===== config.mk =====
export PLATFORM = sky130hd
export DESIGN_NAME = bpc_temp
export DESIGN_NICKNAME = d
export VERILOG_FILES = /design/src/rtl/bpc_pkg.sv /design/src/rtl/bpc_temp.sv
export SDC_FILE = /design/constraint.sdc
export NUM_CORES = 2
export LEC_CHECK = 0
export ABC_AREA = 1
export BUFFER_PORTS_ARGS = -buffer_cell sky130_fd_sc_hd__buf_2
export CAP_MARGIN = 5
export CORE_ASPECT_RATIO = 0.9
export CORE_MARGIN = 2
export CORE_UTILIZATION = 40
export CTS_BUF_LIST = sky130_fd_sc_hd__clkbuf_4
export DETAILED_ROUTE_END_ITERATION = 8
export SLEW_MARGIN = 40
export SYNTH_ARGS = -nofsm -noshare
export SYNTH_HDL_FRONTEND = slang
export SYNTH_SLANG_ARGS = --single-unit

===== constraint.sdc =====
create_clock -name clk_i -period 5.4 [get_ports clk_i]
set_input_delay 0.54 -clock clk_i [delete_from_list [all_inputs] [get_ports clk_i]]
set_output_delay 0.54 -clock clk_i [all_outputs]
set_load 0.05 [all_outputs]

===== src/rtl/bpc_pkg.sv =====
// Shared types, constants and multiply helpers for the barometric compensation block.
// Used by every module of the block; depends on nothing.
package bpc_pkg;

  // Configuration port geometry: four 48-bit registers at 8-byte spacing.
  localparam int unsigned RegW     = 48;
  localparam int unsigned DataW    = 64;
  localparam int unsigned AddrW    = 5;
  localparam int unsigned DivSteps = 64;

  // Register indexes.
  localparam logic [1:0] RegCalTemp   = 2'd0;
  localparam logic [1:0] RegCalPressA = 2'd1;
  localparam logic [1:0] RegCalPressB = 2'd2;
  localparam logic [1:0] RegCalPressC = 2'd3;

  // Compensation constants.
  localparam logic signed [31:0] TfineOffset = 32'sd128000;
  localparam logic [20:0]        PressOne    = 21'd1048576;
  localparam logic [15:0]        PressScale  = 16'd3125;
  localparam logic signed [33:0] TempRound   = 34'sd128;
  localparam logic signed [33:0] TempMul     = 34'sd5;
  localparam logic [63:0]        PressBias   = 64'h0000_8000_0000_0000;

  // Input item and result item.
  typedef struct packed {
    logic [19:0] raw_temp;
    logic [19:0] raw_press;
  } in_t;

  typedef struct packed {
    logic signed [31:0] temp_centi;
    logic [31:0]        press_q24_8;
    logic               press_valid;
  } out_t;

  // Trimming words unpacked from the four registers.
  typedef struct packed {
    logic [15:0]        t1;
    logic signed [15:0] t2;
    logic signed [15:0] t3;
    logic [15:0]        p1;
    logic signed [15:0] p2;
    logic signed [15:0] p3;
    logic signed [15:0] p4;
    logic signed [15:0] p5;
    logic signed [15:0] p6;
    logic signed [15:0] p7;
    logic signed [15:0] p8;
    logic signed [15:0] p9;
  } cal_t;

  // Temperature section to coefficient section.
  typedef struct packed {
    logic signed [31:0] tfine;
    logic [19:0]        raw_press;
  } tf_t;

  // Coefficient section to divider: magnitudes and sign of the quotient.
  typedef struct packed {
    logic [63:0]        num;
    logic [30:0]        den;
    logic               qneg;
    logic               dz;
    logic signed [31:0] temp;
  } div_in_t;

  // Divider to final section.
  typedef struct packed {
    logic [63:0]        quo;
    logic               qneg;
    logic               dz;
    logic signed [31:0] temp;
  } div_out_t;

  // Low 64 bits of a 64-bit word times an unsigned 16-bit word.
  function automatic logic [63:0] mul_u64_u16(input logic [63:0] x, input logic [15:0] y);
    logic [79:0] pr;
    pr = {16'b0, x} * {64'b0, y};
    return pr[63:0];
  endfunction

  // Low 64 bits of a 64-bit word times a signed 16-bit word.
  function automatic logic [63:0] mul_u64_s16(input logic [63:0] x, input logic [15:0] y);
    logic [63:0] lo;
    logic [63:0] corr;
    lo   = mul_u64_u16(x, y);
    corr = y[15] ? {x[47:0], 16'b0} : 64'd0;
    return lo - corr;
  endfunction

endpackage


===== src/rtl/bpc_temp.sv =====
// Temperature section: four pipeline stages from the raw reading to t_fine.
// Depends on bpc_pkg.
module bpc_temp import bpc_pkg::*; (
  input  logic clk_i,
  input  logic rst_ni,
  input  logic en_i,
  input  logic vld_i,
  input  in_t  data_i,
  input  cal_t cal_i,
  output logic vld_o,
  output tf_t  data_o
);

  logic [3:0]         vld_q;
  logic signed [17:0] d1_q, d1_d;
  logic signed [16:0] d2_q, d2_d;
  logic signed [33:0] m1_q, m1_d, sq_q, sq_d;
  logic signed [22:0] tv1_q, tv1_d;
  logic signed [21:0] sqs;
  logic signed [37:0] m2_q, m2_d;
  logic signed [23:0] tv2;
  logic [19:0]        rp1_q, rp2_q, rp3_q;
  tf_t                out_q, out_d;

  // Differences of the raw reading against T1, then the products, then the sum.
  always_comb begin
    d1_d = $signed({1'b0, data_i.raw_temp[19:3]}) - $signed({1'b0, cal_i.t1, 1'b0});
    d2_d = $signed({1'b0, data_i.raw_temp[19:4]}) - $signed({1'b0, cal_i.t1});
    m1_d = d1_q * cal_i.t2;
    sq_d = d2_q * d2_q;
    tv1_d = 23'(m1_q >>> 11);
    sqs  = 22'(sq_q >>> 12);
    m2_d = sqs * cal_i.t3;
    tv2  = 24'(m2_q >>> 14);
    out_d.tfine     = 32'(tv1_q) + 32'(tv2);
    out_d.raw_press = rp3_q;
  end

  // Valid bits.
  always_ff @(posedge clk_i or negedge rst_ni) begin
    if (!rst_ni) begin
      vld_q <= '0;
    end else if (en_i) begin
      vld_q <= {vld_q[2:0], vld_i};
    end
  end

  // Payload stages.
  always_ff @(posedge clk_i) begin
    if (en_i) begin
      d1_q  <= d1_d;
      d2_q  <= d2_d;
      rp1_q <= data_i.raw_press;
      m1_q  <= m1_d;
      sq_q  <= sq_d;
      rp2_q <= rp1_q;
      tv1_q <= tv1_d;
      m2_q  <= m2_d;
      rp3_q <= rp2_q;
      out_q <= out_d;
    end
  end

  assign vld_o  = vld_q[3];
  assign data_o = out_q;

endmodule


======== After elaboration in Yosys (flattened, before gate mapping) ========
Cells that the tools add are included.
storage, ports and cells
  bits in registers ....................... 280
  input port bits ......................... 236
  output and inout port bits .............. 53
cells by class
  add/sub/neg operators ................... 3
  $mul .................................... 3
operators by type and width
  operator                      count
  multiplier 22 x 16 -> 38 bit  1
  multiplier 17 x 17 -> 34 bit  1
  multiplier 18 x 16 -> 34 bit  1
  adder 23 x 24 -> 25 bit       1
  subtractor 17 x 17 -> 18 bit  1
  subtractor 16 x 16 -> 17 bit  1

======== Depth between registers and ports, before layout ========
  depth in word-level cells ............... 1
  mapped depth ............................ 29

======== Worst setup path before layout ========
Ideal clock, no wire load.
  path type ............................... input-to-reg
  from .................................... input port cal_i[162] in the netlist's numbering
  to ...................................... register m1_q[20], data pin
  arrival time ............................ 5,538 ps
  data required time ...................... 5,140 ps
  path slack .............................. -398 ps
  cell stages on the path ................. 23
  cell sequence ........................... clkbuf_1 clkbuf_1 nand2_1 fa_1 inv_1 fa_1 inv_1 fa_1 inv_1 fa_1 inv_1 fa_1 inv_1 fa_1 ha_1 nand2_1 inv_1 a21oi_1 a21boi_0 nand2_1 nand2_1 nand2_1 xor2_1
between the ends
  longest elaborated chain between the ends .. 1
ends and longest elaborated chain
  element                       RTL line        RTL
  from (decl)                   bpc_temp.sv:9   input cal_t cal_i,
  multiplier 18 x 16 -> 34 bit  bpc_temp.sv:29  m1_d = d1_q * cal_i.t2;
  net m1_d[20]                  bpc_temp.sv:17  logic signed [33:0] m1_q, m1_d, sq_q, sq_d;
  to (signal assigned)          bpc_temp.sv:54  m1_q <= m1_d;
  to (decl)                     bpc_temp.sv:17
The timed path passes the listed nets, and every way through them passes these cells.
A chain may end at the register's enable or synchronous reset.

======== Worst setup path in the final report ========
  from .................................... register d1_q[12]
  to ...................................... register m1_q[28], data pin
between the ends
  longest elaborated chain between the ends .. 1
ends and longest elaborated chain
  element                       RTL line        RTL
  from (decl)                   bpc_temp.sv:15  logic signed [17:0] d1_q, d1_d;
  from (signal assigned)        bpc_temp.sv:51  d1_q <= d1_d;
  multiplier 18 x 16 -> 34 bit  bpc_temp.sv:29
  net m1_d[28]                  bpc_temp.sv:17
The timed path passes the listed nets, and every way through them passes these cells.

==> flow_summary_export.csv <==
group,metric,value,unit
finish,final_layout_size_suffix_gt1_share,30.8,%
setup_path,max_stage_delay,0.59,ns
yosys,syn_area,43900,um2
cts,cts_tree,"yes",
finish,nFillCells,9916,
global_route,grt_use_total,21.1,%
routing,wl_per_cell,15.6,um
setup_path,cpMaxStageDelayCell,"fa_1",
yosys,synth_edf_count,215,
routing,vias,34900,
global_route,grt_pass1_vias,38000,
timing,min_period_over_period,106,%
cts,clk_pin_slew,0.07,ns
yosys,synth.distinct_cells,43,
global_route,grt_start_max_net_pins,100,
status,violations,"setup timing",
cts,cts_root_buf,"clkbuf_4",
status,status,"finished, violations left",
setup_path,crit_type,"flip-flop to flip-flop",
placed_design,dpl.hpwl,94.3,mm
routing,wirelength,117,mm
cts,numCtsBuffers,57,
setup_path,critPathBufInv,9,
setup_path,crit_chain,"buf_12 > buf_12 > buf_4 > nand2_1 > inv_1 > fa_1 > inv_1 > fa_1 > fa_1 > inv_1 > fa_1 > fa_1 > fa_1 > ha_4 > buf_6 > inv_2 > o21bai_4 > a21oi_2 > buf_4 > o21bai_1 > a21oi_2 > a21o_1 > nand2_1",
worst_hold_path,holdPathStages,3,
floorplanning,die_w,353,um
routing,dr_wl_met2,57.4,mm
finish,areaGrowthSynthToFinish,31.7,%
cts,h-tree-depth,2,
yosys,synth_ff_type,"edfxtp_1",
floorplanning,num_rows,115,
setup_path,r2r_cells,23,
timing,finalCriticalPeriod,5.70,ns
finish,fin_area,57800,um2
routing,highest_layer,"met4",
finish,final_cell_mix,"inv_1 (1391), nand2_1 (969), fa_1 (844), buf_4 (549), ha_1 (222)",
cts,insertion_delay,0.84,ns
worst_hold_path,hp-class,"primary input to flip-flop",
yosys,synth_area_per_cell,8.51,um2
timing,clock_skew,0.0921,ns
floorplanning,dieArea,112000,um2
routing,wl_met1,50.6,mm
timing,rsz0062_at_grt,"yes",
timing,slew_viol_final,0,
floorplanning,ios,289,
finish,fin_nets,7394,
timing,fmax,175,MHz
yosys,netlist_instances,5156,
timing,hold_viol_final,0,
global_route,grt-ovfl-total,0,
timing,maxSlewHeadroom,65.7,%
floorplanning,dieHeight,318,um
setup_path,cp.required,5.92,ns
routing,viasPerCell,4.68,
cts,cts_buffer_depth,3,
setup_path,cp_max_fo,9,
yosys,yosys_warnings,0,
yosys,synth_seq_cells,219,
setup_path,cpLargestDelayFamily,"adder cells",
global_route,antenna_found_initial,3,
routing,drc,0,
placed_design,dpl_cell_area,50900,um2
yosys,syn_nets,6598,
setup_path,crit_top_cell,"fa_1",
yosys,async_flop_share,1.83,%
run,max_cap_violations,0,
placed_design,portBuffers,141,
floorplanning,start_util,40.2,%
routing,first_pass_iters,7,
placed_design,gp_congestion,0.914,
timing,finalWorstSetupSlack,-0.305,ns
yosys,ys_seq_area_share,14.9,%
cts,clock_sinks,219,
finish,mostFrequentLayoutCell,"inv_1",
setup_path,start_kind,"flip-flop",
timing,worst_pin_slew,0.514,ns
setup_path,cp.arrival,6.22,ns
routing,antenna_left,0,
routing,drt_iter0_drc,2066,
setup_path,endpoint_kind,"flip-flop",
timing,setup_viol,59,
setup_path,crit_cells,23,
floorplanning,coreArea,109000,um2
global_route,grt_pass1_wl,192,mm
routing,dr_wl_met3,6.27,mm
## flip-flops by register name, indices dropped and copies added (netlist names)
register and count:
d1_q 18, data_o 45, vld_q 4, rp3_q 20, sq_q 22, m2_q 24, tv1_q 23, rp1_q 20
rp2_q 20, m1_q 23
## synthesized netlist by cell type (9+ instances only)
cell | count | area (um2)
xnor2_1 | 27 | 236
o21ai_0 | 88 | 440
nand3_1 | 99 | 495
fa_1 | 908 | 18200
xor2_1 | 68 | 596
a21oi_1 | 138 | 691
edfxtp_1 | 215 | 6460
nor2_1 | 217 | 815
clkbuf_1 | 154 | 578
a21o_1 | 23 | 173
nand4_1 | 16 | 100
o21bai_1 | 16 | 120
buf_1 | 9 | 33.8
a31oi_1 | 12 | 75.1
ha_1 | 298 | 3730
or2_2 | 12 | 75.1
inv_1 | 1562 | 5860
o21a_1 | 9 | 67.6
nand2_1 | 1194 | 4480
nor3_1 | 27 | 135
## cells by family (layout without fill, tap and decap cells)
kind of cell	after synthesis	after routing	share of synthesized area, %
muxes	2	2	0.0513
AOI/OAI and AO/OA	312	312	4.03
buffers and inverters	1736	2567	14.9
xor gates and xnor gates	95	95	1.90
DFF	219	219	14.9
and+or+nand+nor	1586	1586	14.2
other	0	4	0
adders and majority gates	1206	1206	49.9
## final cells by class
class | instances | area, um2 | share of cell area, %
antenna | 4 | 10.0 | 0.0173
clock buffer | 81 | 608 | 1.05
clock inverter | 13 | 78.8 | 0.136
inverter | 1563 | 5900 | 10.2
multi-input combinational | 3201 | 34900 | 60.4
sequential | 219 | 6560 | 11.3
tap | 1462 | 1830 | 3.17
timing repair buffer | 910 | 7910 | 13.7
## timing repair
item                       CTS  global route
hold buffers                24             1
pin swaps                  275           342
setup buffers              100            67
resized for setup          637           586
hold endpoints to repair    26             6
setup endpoints to repair   66            69
gates cloned                 4             6
## through the flow
stage / hold WS [ns] / setup TNS (ns) / std cells / utilization [%] / setup slack (ns)
6_report: 0.130 / -9.19 / 7453 / 53.0 / -0.305
5_1_grt: 0.0740 / -20.51 / 7452 / 53.0 / -0.518
4_1_cts: 0.0372 / -9.67 / 7382 / 50.5 / -0.337
3_5_place_dp: 0.352 / -31.46 / 7163 / 46.6 / -0.640
3_3_place_gp: 0.349 / -29.73 / 7163 / 46.6 / -0.610
2_1_floorplan: 0.244 / 0 / 5156 / - / 0.000294
## per-layer routing
layer	GRT usage (%)	vias to the layer above
met1	28.6	17400
li1	-	16500
met3	2.76	172
met5	0	-
met2	36.3	839
met4	4.33	0
## worst reg2reg max path: cells and delay by family, from the launching register on
| family | cells | cell delay, ns |
|---|---|---|
| AO/OA/AOI/OAI | 5 | 0.72 |
| adder cells (fa/ha/maj) | 7 | 3.24 |
| buffers and inverters | 9 | 0.89 |
| flip-flops | 1 | 0.41 |
| AND/OR/NAND/NOR | 2 | 0.11 |
## worst paths after layout
kind / from / to / slack (ns)
max: d1_q[12] / m1_q[28] / -0.30
min: cal_i[176] / d1_q[1] / 0.13
max reg2reg: d1_q[12] / m1_q[28] / -0.30
min reg2reg: rp2_q[2] / rp3_q[2] / 0.34
max in group asynchronous: rst_ni / vld_q[3] / 4.63
min in group asynchronous: rst_ni / vld_q[0] / 0.59
Power is not shown: default switching activity piles up to over one toggle a cycle in this logic, so the estimate is an artifact.
